## src/rtl/tbs_pkg.sv

```systemverilog
package tbs_pkg;

   localparam int TIMER_COUNT_DEFAULT = 16;

   localparam int SLOT_W   = 6;
   localparam int PERIOD_W = 24;
   localparam int LEFT_W   = 26;
   localparam int MS_W     = 16;

   localparam logic [MS_W-1:0] CEILING_RESET = 16'd1000;

   // request codes
   localparam logic [1:0] REQ_TICK    = 2'd0;
   localparam logic [1:0] REQ_CREATE  = 2'd1;
   localparam logic [1:0] REQ_DESTROY = 2'd2;

   // status codes
   localparam logic [1:0] ST_OK    = 2'd0;
   localparam logic [1:0] ST_FULL  = 2'd1;
   localparam logic [1:0] ST_RANGE = 2'd2;

   // slot kinds
   localparam logic [1:0] KIND_FREE     = 2'd0;
   localparam logic [1:0] KIND_ONESHOT  = 2'd1;
   localparam logic [1:0] KIND_PERIODIC = 2'd2;

   // lowest time left value, -2^25
   localparam logic [LEFT_W-1:0] LEFT_MIN = {1'b1, {(LEFT_W-1){1'b0}}};

   typedef struct packed {
      logic [1:0]          req_type;
      logic [MS_W-1:0]     elapsed_ms;
      logic                timer_kind;
      logic [PERIOD_W-1:0] period;
      logic [SLOT_W-1:0]   slot;
   } req_payload_type;

   typedef struct packed {
      logic [1:0]        status;
      logic              fired;
      logic [SLOT_W-1:0] fired_slot;
      logic [SLOT_W-1:0] created_slot;
      logic [MS_W-1:0]   wait_ms;
   } rsp_payload_type;

   // token walking down the cell row
   typedef struct packed {
      logic                     active;
      logic [1:0]               req_type;
      logic [MS_W-1:0]          elapsed_ms;
      logic                     timer_kind;
      logic [PERIOD_W-1:0]      period;
      logic [SLOT_W-1:0]        slot;
      logic                     hit;      // tick: minimum seen, create: free slot claimed
      logic signed [LEFT_W-1:0] best_val;
      logic [SLOT_W-1:0]        hit_idx;
   } token_type;

   typedef struct packed {
      logic              valid;
      logic [SLOT_W-1:0] idx;
   } fire_type;

endpackage

```

## src/rtl/tbs_cell.sv

```systemverilog
module tbs_cell
   import tbs_pkg::*;
#(
   parameter int CELL_INDEX = 0
) (
   input  logic      clock,
   input  logic      reset,
   input  token_type token_in,
   output token_type token_out,
   input  fire_type  fire
);

   localparam logic [SLOT_W-1:0] MY_IDX = SLOT_W'(CELL_INDEX);

   logic [1:0]          kind_ff, kind_in;
   logic [PERIOD_W-1:0] period_ff, period_in;
   logic [LEFT_W-1:0]   left_ff, left_in;
   token_type           token_ff, token_in_nxt;

   logic [LEFT_W:0]     diff;
   logic [LEFT_W-1:0]   sat;

   // time left minus elapsed, clamped at the lowest value
   assign diff = {left_ff[LEFT_W-1], left_ff} - {{(LEFT_W+1-MS_W){1'b0}}, token_in.elapsed_ms};
   assign sat  = (diff[LEFT_W] != diff[LEFT_W-1]) ? LEFT_MIN : diff[LEFT_W-1:0];

   always_comb begin
      kind_in      = kind_ff;
      period_in    = period_ff;
      left_in      = left_ff;
      token_in_nxt = token_in;
      if (token_in.active) begin
         case (token_in.req_type)
            REQ_TICK: begin
               if (kind_ff != KIND_FREE) begin
                  left_in = sat;
                  if (!token_in.hit || ($signed(sat) < token_in.best_val)) begin
                     token_in_nxt.hit      = 1'b1;
                     token_in_nxt.best_val = $signed(sat);
                     token_in_nxt.hit_idx  = MY_IDX;
                  end
               end
            end
            REQ_CREATE: begin
               if (!token_in.hit && (kind_ff == KIND_FREE)) begin
                  kind_in              = token_in.timer_kind ? KIND_PERIODIC : KIND_ONESHOT;
                  period_in            = token_in.period;
                  left_in              = {{(LEFT_W-PERIOD_W){1'b0}}, token_in.period};
                  token_in_nxt.hit     = 1'b1;
                  token_in_nxt.hit_idx = MY_IDX;
               end
            end
            REQ_DESTROY: begin
               if (token_in.slot == MY_IDX) begin
                  kind_in = KIND_FREE;
               end
            end
            default: begin
            end
         endcase
      end
      // serve an overdue slot: reload, and free a one-shot
      if (fire.valid && (fire.idx == MY_IDX)) begin
         left_in = {{(LEFT_W-PERIOD_W){1'b0}}, period_ff};
         if (kind_ff == KIND_ONESHOT) begin
            kind_in = KIND_FREE;
         end
      end
   end

   always_ff @(posedge clock) begin
      period_ff <= period_in;
      left_ff   <= left_in;
      if (reset) begin
         kind_ff         <= KIND_FREE;
         token_ff.active <= 1'b0;
      end else begin
         kind_ff  <= kind_in;
         token_ff <= token_in_nxt;
      end
   end

   assign token_out = token_ff;

endmodule

```

## src/rtl/tbs_ctrl.sv

```systemverilog
module tbs_ctrl
   import tbs_pkg::*;
#(
   parameter int TIMER_COUNT = TIMER_COUNT_DEFAULT
) (
   input  logic            clock,
   input  logic            reset,
   input  logic            req_valid,
   output logic            req_stall,
   input  req_payload_type req_data,
   output logic            rsp_valid,
   input  logic            rsp_stall,
   output rsp_payload_type rsp_data,
   input  logic            csr_valid,
   output logic            csr_ready,
   input  logic [MS_W-1:0] csr_data,
   output token_type       launch,
   input  token_type       ret,
   output fire_type        fire
);

   logic            busy_ff, busy_in;
   logic            done_ff, done_in;
   logic            rsp_valid_ff, rsp_valid_in;
   token_type       launch_ff, launch_in;
   fire_type        fire_ff, fire_in;
   rsp_payload_type hold_ff, res;
   rsp_payload_type rsp_ff;
   logic [MS_W-1:0] ceiling_ff;
   logic            req_take;
   logic            load;
   logic            overdue;

   assign req_take = req_valid && !busy_ff;
   assign load     = done_ff && (!rsp_valid_ff || !rsp_stall);
   assign overdue  = ret.hit && ret.best_val[LEFT_W-1];

   always_comb begin
      busy_in = busy_ff;
      if (req_take) begin
         busy_in = 1'b1;
      end else if (load) begin
         busy_in = 1'b0;
      end

      done_in = done_ff;
      if (ret.active) begin
         done_in = 1'b1;
      end else if (load) begin
         done_in = 1'b0;
      end

      rsp_valid_in = rsp_valid_ff;
      if (load) begin
         rsp_valid_in = 1'b1;
      end else if (!rsp_stall) begin
         rsp_valid_in = 1'b0;
      end

      launch_in            = launch_ff;
      launch_in.active     = req_take;
      if (req_take) begin
         launch_in.req_type   = req_data.req_type;
         launch_in.elapsed_ms = req_data.elapsed_ms;
         launch_in.timer_kind = req_data.timer_kind;
         launch_in.period     = req_data.period;
         launch_in.slot       = req_data.slot;
         launch_in.hit        = 1'b0;
         launch_in.best_val   = '0;
         launch_in.hit_idx    = '0;
      end

      fire_in.valid = ret.active && (ret.req_type == REQ_TICK) && overdue;
      fire_in.idx   = ret.hit_idx;

      res = '0;
      case (ret.req_type)
         REQ_TICK: begin
            if (overdue) begin
               res.fired      = 1'b1;
               res.fired_slot = ret.hit_idx;
            end else if (ret.hit && (ret.best_val != '0) &&
                         ($unsigned(ret.best_val) < {{(LEFT_W-MS_W){1'b0}}, ceiling_ff})) begin
               res.wait_ms = ret.best_val[MS_W-1:0];
            end else begin
               res.wait_ms = ceiling_ff;
            end
         end
         REQ_CREATE: begin
            if (ret.hit) begin
               res.created_slot = ret.hit_idx;
            end else begin
               res.status = ST_FULL;
            end
         end
         REQ_DESTROY: begin
            if ({1'b0, ret.slot} >= (SLOT_W+1)'(TIMER_COUNT)) begin
               res.status = ST_RANGE;
            end
         end
         default: begin
         end
      endcase
   end

   always_ff @(posedge clock) begin
      if (ret.active) begin
         hold_ff <= res;
      end
      if (load) begin
         rsp_ff <= hold_ff;
      end
      fire_ff.idx <= fire_in.idx;
      if (reset) begin
         busy_ff          <= 1'b0;
         done_ff          <= 1'b0;
         rsp_valid_ff     <= 1'b0;
         launch_ff.active <= 1'b0;
         fire_ff.valid    <= 1'b0;
         ceiling_ff       <= CEILING_RESET;
      end else begin
         busy_ff       <= busy_in;
         done_ff       <= done_in;
         rsp_valid_ff  <= rsp_valid_in;
         launch_ff     <= launch_in;
         fire_ff.valid <= fire_in.valid;
         if (csr_valid && csr_ready) begin
            ceiling_ff <= csr_data;
         end
      end
   end

   assign req_stall = busy_ff;
   assign csr_ready = !busy_ff;
   assign rsp_valid = rsp_valid_ff;
   assign rsp_data  = rsp_ff;
   assign launch    = launch_ff;
   assign fire      = fire_ff;

`ifndef SYNTHESIS
   a_done_in_busy: assert property (@(posedge clock) disable iff (reset)
      done_ff |-> busy_ff)
      else $error("held result outside a busy period");

   a_ret_in_walk: assert property (@(posedge clock) disable iff (reset)
      ret.active |-> (busy_ff && !done_ff))
      else $error("token returned with no walk in flight");

   a_fire_matches_result: assert property (@(posedge clock) disable iff (reset)
      fire_ff.valid |-> (hold_ff.fired && (hold_ff.wait_ms == '0) &&
                         (hold_ff.fired_slot == fire_ff.idx)))
      else $error("fire pulse disagrees with the held result");

   a_take_sets_busy: assert property (@(posedge clock) disable iff (reset)
      (req_valid && !req_stall) |=> (busy_ff && launch_ff.active))
      else $error("accepted request did not launch a walk");
`endif

endmodule

```

## src/rtl/timer_bank_scheduler.sv

```systemverilog
// a request is registered into the launch token, walks the slot cells, and its result is held
// until the output register is free; a new request is taken only once that result is loaded
// a finished result may wait in the output register while the next request is walked
// reset (synchronous, active high): every slot free, ceiling back to 1000, no result pending
module timer_bank_scheduler
   import tbs_pkg::*;
#(
   parameter int TIMER_COUNT = TIMER_COUNT_DEFAULT
) (
   input  logic            clock,
   input  logic            reset,
   // request channel
   input  logic            req_valid,
   output logic            req_stall,
   input  req_payload_type req_data,
   // result channel
   output logic            rsp_valid,
   input  logic            rsp_stall,
   output rsp_payload_type rsp_data,
   // ceiling register write
   input  logic            csr_valid,
   output logic            csr_ready,
   input  logic [MS_W-1:0] csr_data
);

   // token path: entry 0 is fed by the controller, the last entry returns to it
   token_type chain [TIMER_COUNT+1];
   fire_type  fire;

   // controller: takes one request at a time, launches a token, turns the
   // returning token into a result and, for an overdue tick, the fire pulse
   tbs_ctrl #(
      .TIMER_COUNT(TIMER_COUNT)
   ) u_ctrl (
      .clock     (clock),
      .reset     (reset),
      .req_valid (req_valid),
      .req_stall (req_stall),
      .req_data  (req_data),
      .rsp_valid (rsp_valid),
      .rsp_stall (rsp_stall),
      .rsp_data  (rsp_data),
      .csr_valid (csr_valid),
      .csr_ready (csr_ready),
      .csr_data  (csr_data),
      .launch    (chain[0]),
      .ret       (chain[TIMER_COUNT]),
      .fire      (fire)
   );

   // row of slot cells; each holds one slot and passes the token on through its own register
   //  tick:    subtract elapsed time, carry the first minimum along
   //  create:  first free cell claims the slot and marks the token
   //  destroy: the addressed cell frees itself
   // the fire pulse lands the cycle after the token returns, before any new
   // token can reach the row
   for (genvar gi = 0; gi < TIMER_COUNT; gi++) begin : g_cell
      tbs_cell #(
         .CELL_INDEX(gi)
      ) u_cell (
         .clock     (clock),
         .reset     (reset),
         .token_in  (chain[gi]),
         .token_out (chain[gi+1]),
         .fire      (fire)
      );
   end

endmodule
```

## config.mk

```make
export PLATFORM = sky130hd
export DESIGN_NAME = timer_bank_scheduler
export DESIGN_NICKNAME = d
export VERILOG_FILES = /design/src/rtl/tbs_pkg.sv /design/src/rtl/tbs_cell.sv /design/src/rtl/tbs_ctrl.sv /design/src/rtl/timer_bank_scheduler.sv
export SDC_FILE = /design/constraint.sdc
export NUM_CORES = 2
export LEC_CHECK = 0
export BUFFER_PORTS_ARGS = -buffer_cell sky130_fd_sc_hd__buf_2
export CORE_UTILIZATION = 50
export DETAILED_ROUTE_END_ITERATION = 6
export PLACE_DENSITY = 0.64
export SLEW_MARGIN = 25
export SYNTH_ARGS = -nofsm -noshare
export SYNTH_HDL_FRONTEND = slang
export SYNTH_SLANG_ARGS = --single-unit
```

## constraint.sdc

```tcl
create_clock -name clock -period 90.1 [get_ports clock]
set_clock_uncertainty 0.05 [all_clocks]
set_input_delay 9.01 -clock clock [delete_from_list [all_inputs] [get_ports clock]]
set_output_delay 9.01 -clock clock [all_outputs]
set_load 0.05 [all_outputs]
```

Word level (Yosys, flattened, before mapping):

Index checks and enable logic that the tools add are counted.

* register bits: 2251
* input port bits: 70
* output and inout bits: 34
* word-level logic and storage cells: 991

* add/sub/neg operators: 16
* $lt $le $gt $ge: 17
* equality and inequality tests: 161
* multiplexer cells: 341
* bitwise gates (word level): 2
* reduce and logical (&&, ||, !) cells: 228

Operator list (count)
* two-way mux 26 bit: 63
* two-way mux 33 bit: 46
* case mux 26 bit (2 select lines): 16
* two-way mux 24 bit: 32
* subtractor 26 x 17 -> 27 bit: 16
* < comparator 26 bit: 15
* two-way mux 2 bit: 97
* case mux 6 bit (2 select lines): 15
* AND reduction 4 bit: 32
* nonzero test 2 bit: 50
* equality test 6 x 4 -> 1 bit (second input constant): 16
* inequality test 3 x 1 -> 1 bit (second input constant): 32
* two-way mux 6 bit: 14
* case mux 2 bit (2 select lines): 17
* equality test 2 x 1 -> 1 bit (second input constant): 33
* zero test 2 bit: 33
* inequality test 2 x 1 -> 1 bit (second input constant): 33
* AND reduction 3 bit: 17
* equality test 6 x 3 -> 1 bit (second input constant): 8
* nonzero test 3 bit: 16
* logical AND 1 bit: 39
* equality test 2 bit (second input constant): 17
* case mux 1 bit (2 select lines): 16
* < comparator 26 x 16 -> 1 bit: 1
* other kinds (14): 91

Depth between registers and ports, before layout:

* depth in word-level cells: 9
* gate-level depth with buffers: 27
* depth with buffers taken out: 24

By module:

Synthesis repeated with hierarchy kept, for this count alone.

* cell total of the unflattened synthesis: 9998
* area total of the unflattened synthesis: 119333.2 um^2

Modules (own cells, without submodules)
* tbs_cell at g_cell[5].u_cell ...: instances 2, cells each 611, area an instance 7090.6 um^2, sequential area each 4003.8 um^2
* tbs_cell at g_cell[13].u_cell ...: instances 2, cells each 586, area an instance 7021.7 um^2, sequential area each 4003.8 um^2
* tbs_cell at g_cell[15].u_cell: instances 1, cells each 617, area an instance 7305.8 um^2, sequential area each 4003.8 um^2
* tbs_cell at g_cell[10].u_cell: instances 1, cells each 621, area an instance 7293.2 um^2, sequential area each 4003.8 um^2
* tbs_cell at g_cell[4].u_cell: instances 1, cells each 614, area an instance 7228.2 um^2, sequential area each 4003.8 um^2
* tbs_cell at g_cell[11].u_cell: instances 1, cells each 626, area an instance 7208.2 um^2, sequential area each 4003.8 um^2
* tbs_cell at g_cell[9].u_cell: instances 1, cells each 593, area an instance 7190.6 um^2, sequential area each 4003.8 um^2
* tbs_cell at g_cell[3].u_cell: instances 1, cells each 609, area an instance 7159.4 um^2, sequential area each 4003.8 um^2
* tbs_cell at g_cell[8].u_cell: instances 1, cells each 582, area an instance 7150.6 um^2, sequential area each 4003.8 um^2
* tbs_cell at g_cell[7].u_cell: instances 1, cells each 607, area an instance 7131.8 um^2, sequential area each 4003.8 um^2
* tbs_cell at g_cell[2].u_cell: instances 1, cells each 600, area an instance 7086.8 um^2, sequential area each 4003.8 um^2
* tbs_cell at g_cell[1].u_cell: instances 1, cells each 588, area an instance 7028.0 um^2, sequential area each 4003.8 um^2
* tbs_cell at g_cell[12].u_cell: instances 1, cells each 589, area an instance 7023.0 um^2, sequential area each 4003.8 um^2
* tbs_cell at g_cell[0].u_cell: instances 1, cells each 593, area an instance 6993.0 um^2, sequential area each 4003.8 um^2
* tbs_ctrl: instances 1, cells each 365, area an instance 5310.1 um^2, sequential area each 3873.7 um^2

Worst setup path after synthesis:

No wires, ideal clock.

* path type: input port to flip-flop
* start: input port reset
* end: register g_cell[2].u_cell.kind_ff[1]
* library setup time: 0.192 ns
* data arrival time: 46.594 ns
* data required time: 89.858 ns
* setup slack: 43.264 ns
* cell stages on the path: 3
* path buffers: 1
* cells stage by stage: inv_1 -> clkbuf_1 -> o221a_2

RTL lines
* start, declared: line timer_bank_scheduler.sv:11 `input logic reset,`
* end signal, assigned: line tbs_cell.sv:78 `kind_ff <= kind_in;`
* end, declared: line tbs_cell.sv:15 `logic [1:0] kind_ff, kind_in;`

No word-level cell between the ends.

Final worst setup path:

* start: input port reset
* end: register g_cell[14].u_cell.token_ff, in the netlist g_cell[14].u_cell.token_out[41] (enable)

RTL lines
* end signal, assigned: line tbs_cell.sv:79 `token_ff <= token_in_nxt;`
* end, declared: line tbs_cell.sv:18 `token_type token_ff, token_in_nxt;`

No word-level cell between the ends.

==> reports/qor.csv <==
stage,metric,value,unit
synthesis,ys_seq_area_share,57.9,%
floorplanning,die-area,226000,um2
global_routing,first_global_vias,72027,
floorplanning,core,223000,um2
drt,via_per_inst,5.81,
drt,vias,74653,
global_routing,grt-ovfl-total,0,
synthesis,yosysMostFrequentCell,edfxtp_1,
synthesis,ys_ff_latch,2196,
synthesis,yosys-top-cells-area,"edfxtp_1, ha_1, mux2_2",
cts,cts_sinks,2196,
synthesis,yosys_warnings,0,
setup_path,r2r-start,g_cell[3].u_cell.token_out[65]$_DFFE_PN_,
timing,slew_viol_final,0,
timing,fin_crit_sh,12.3,%
job,drv_cap,0,
cts,cts_buffers,228,
timing,rsz0062_at_grt,no,
timing,relSlewSlack,29.0,%
drt,wl_per_cell,22.0,um
cts,post_cts_buffers,0,
power,p_per_area,18.8,nW/um2
drt,initialDrtViolationCount,6656,
synthesis,netlist-cell-type-count,91,
synthesis,postSynthCellCount,9544,
cts,cts_tree,yes,
floorplanning,die_h,475,um
setup_path,r2r_cells,22,
setup_path,worstPathRequired,90.55,ns
timing,finalSetupViolations,0,
timing,fmax,90.2,MHz
place,place_congestion,0.916,
floorplanning,rows,173,
setup_path,critPathArrivalTime,11.53,ns
synthesis,yosysTopAreaCell,edfxtp_1,
drt,ant_nets,0,
place,hpwl,207000,um
power,cellLeakagePower,48.1,nW
synthesis,synth_edf_count,2091,
global_routing,grt_usage,24.7,%
global_routing,grt_max_degree,169,
final_layout,drive_above_1_share,10.9,%
synthesis,synth_async_sr_flop_share,0,%
power,ir_worst_vdd,0.0186,mV
synthesis,synthesis.area,112000,um2
cts,cts_hold_buf,0,
global_routing,grt_pass1_wl,431000,um
timing,post-route-min-period,11.08,ns
place,io_buffers,99,
setup_path,crit_fanout,85,
floorplanning,die_w,475,um
timing,final_hold_viol_count,0,
final_layout,fin_nets,10476,
drt,drc,0,
cts,htreeDepth,4,
floorplanning,start_util,50.3,%
setup_path,startpoint_type,input port,
cts,cts_root_buf,clkbuf_16,
final_layout,area_growth,10.4,%
synthesis,synth_area_per_cell,11.7,um2
setup_path,worstReg2RegEnd,g_cell[4].u_cell.token_out[6]$_DFFE_PN_,
power,power,2.32,mW
global_routing,antenna_found_initial,4,
drt,drtPass1Iterations,6,
setup_path,startpoint,reset,
run_status,status,completed,
timing,fin_setup_tns,0,ns
synthesis,ys.flop_type,edfxtp_1,
cts,insertion_delay,0.87,ns
cts,clk_path_buf_depth,3,
setup_path,end_kind,flip-flop,
synthesis,synth.top_cell.area_share,56.1,%
cts,cts_resized,0,
min_path,hp-class,flip-flop to flip-flop,
cts,path_clk_slew,0.06,ns
synthesis,ys_top_cells_by_count,"edfxtp_1, nand2_1, inv_1, ha_1, nor2_1",
setup_path,reg2reg_slack,82.73,ns
floorplanning,ios,104,
setup_path,crit_type,input port to flip-flop,
drt,drt_wl_total,283000,um
timing,tightest_slew,1.06,ns
setup_path,endpoint,g_cell[14].u_cell.token_out[41]$_DFFE_PN_,
==> layout by cell type, fill, tap and decap left out, types with 45 or more instances in the layout <==
cell type	Yosys	final
buf_4	4	114
o21ai_0	537	537
o31a_1	45	45
nand2b_1	75	75
nand2_1	831	829
nand4_1	65	65
or3_1	84	84
clkbuf_16	0	230
ha_1	713	712
nor2_1	681	666
a21oi_1	542	540
a211oi_1	86	84
nand3_1	218	218
mux2i_1	151	151
nor3_1	236	230
inv_1	820	810
xor2_1	99	99
xnor2_1	138	138
o31ai_1	56	56
mux2_2	377	377
o21a_1	114	114
dfxtp_1	105	105
edfxtp_1	2091	2091
o211ai_1	55	55
nor4_1	56	56
and3_1	70	69
nor2b_1	140	140
a21o_1	251	251
buf_2	15	98
==> registers in the layout, indices dropped and copies added, names as in the netlist <==
name / flops
g_cell.u_cell.token_out: 1236
g_cell.u_cell.left_ff: 416
g_cell.u_cell.period_ff: 384
u_ctrl.launch: 50
g_cell.u_cell.kind_ff: 32
u_ctrl.hold_ff: 27
u_ctrl.rsp_data: 27
u_ctrl.ceiling_ff: 16
u_ctrl.fire: 5
u_ctrl.done_ff: 1
u_ctrl.req_stall: 1
u_ctrl.rsp_valid: 1
==> worst min-delay path by stage <==
stage,start,end,depth (start not counted)
final,u_ctrl.hold_ff[9]$_SDFFCE_PP0P_,u_ctrl.rsp_data[9]$_DFFE_PP_,0
after global placement,g_cell[15].u_cell.token_out[0]$_DFFE_PN_,u_ctrl.fire[0]$_DFF_P_,0
after global routing,u_ctrl.hold_ff[14]$_SDFFCE_PP0P_,u_ctrl.rsp_data[14]$_DFFE_PP_,0
after detailed placement,u_ctrl.hold_ff[15]$_SDFFCE_PP0P_,u_ctrl.rsp_data[15]$_DFFE_PP_,0
after CTS,u_ctrl.hold_ff[9]$_SDFFCE_PP0P_,u_ctrl.rsp_data[9]$_DFFE_PP_,0
after floorplan,g_cell[15].u_cell.token_out[0]$_DFFE_PN_,u_ctrl.fire[0]$_DFF_P_,0
==> per-layer routing <==
| metal | track usage, % | part of all wire, % |
|---|---|---|
| met1 | 33.5 | 44 |
| met2 | 42.1 | 49 |
| met5 | 0 | 0.0046 |
| met4 | 6.32 | 2.3 |
| met3 | 3.05 | 5.0 |
==> power by group <==
group / leakage [nW] / internal (mW) / switching [mW] / total, mW
combinational: 23.8 / 0.0686 / 0.107 / 0.176
sequential: 20.7 / 1.16 / 0.0306 / 1.19
clock: 3.68 / 0.544 / 0.412 / 0.956
total: 48.1 / 1.77 / 0.550 / 2.32
==> cell type report <==
class                   instances  area (um2)
diodes                          3        7.51
clock buffers                 279        6060
clock inverters               146        1550
fillers                     18776       98800
inverters                     822        3090
multi-input cells            6216       43000
flip-flops and latches       2196       64900
well taps                    2975        3720
repair buffers                213        1370
==> critical path, stage by stage <==
cell and delay [ns]:
buf_4 0.13, inv_8 0.37, buf_4 0.90, buf_4 0.91
==> kinds of logic after synthesis <==
group                      share of synthesized area [%]
AOI/OAI and AO/OA                                   11.7
xor gates and xnor gates                            1.85
adders and majority gates                           8.25
buffers and inverters                               3.83
DFF                                                 57.9
muxes                                               5.14
other                                            0.00335
and+or+nand+nor                                     11.2
==> stage by stage <==
stage          util [%]  hold WS (ns)  area (um2)  setup WS [ns]  std cells
4_1_cts            55.6         0.384      124000          79.06      12847
2_1_floorplan         -         0.305      112000          43.26       9547
5_1_grt            55.6         0.390      124000          78.87      12847
6_report           55.6         0.378      124000          79.02      12850
3_5_place_dp       52.2         0.376      116000          78.11      12422
3_3_place_gp       52.1         0.370      116000          78.17      12422
(Power assumes the default switching activity.)
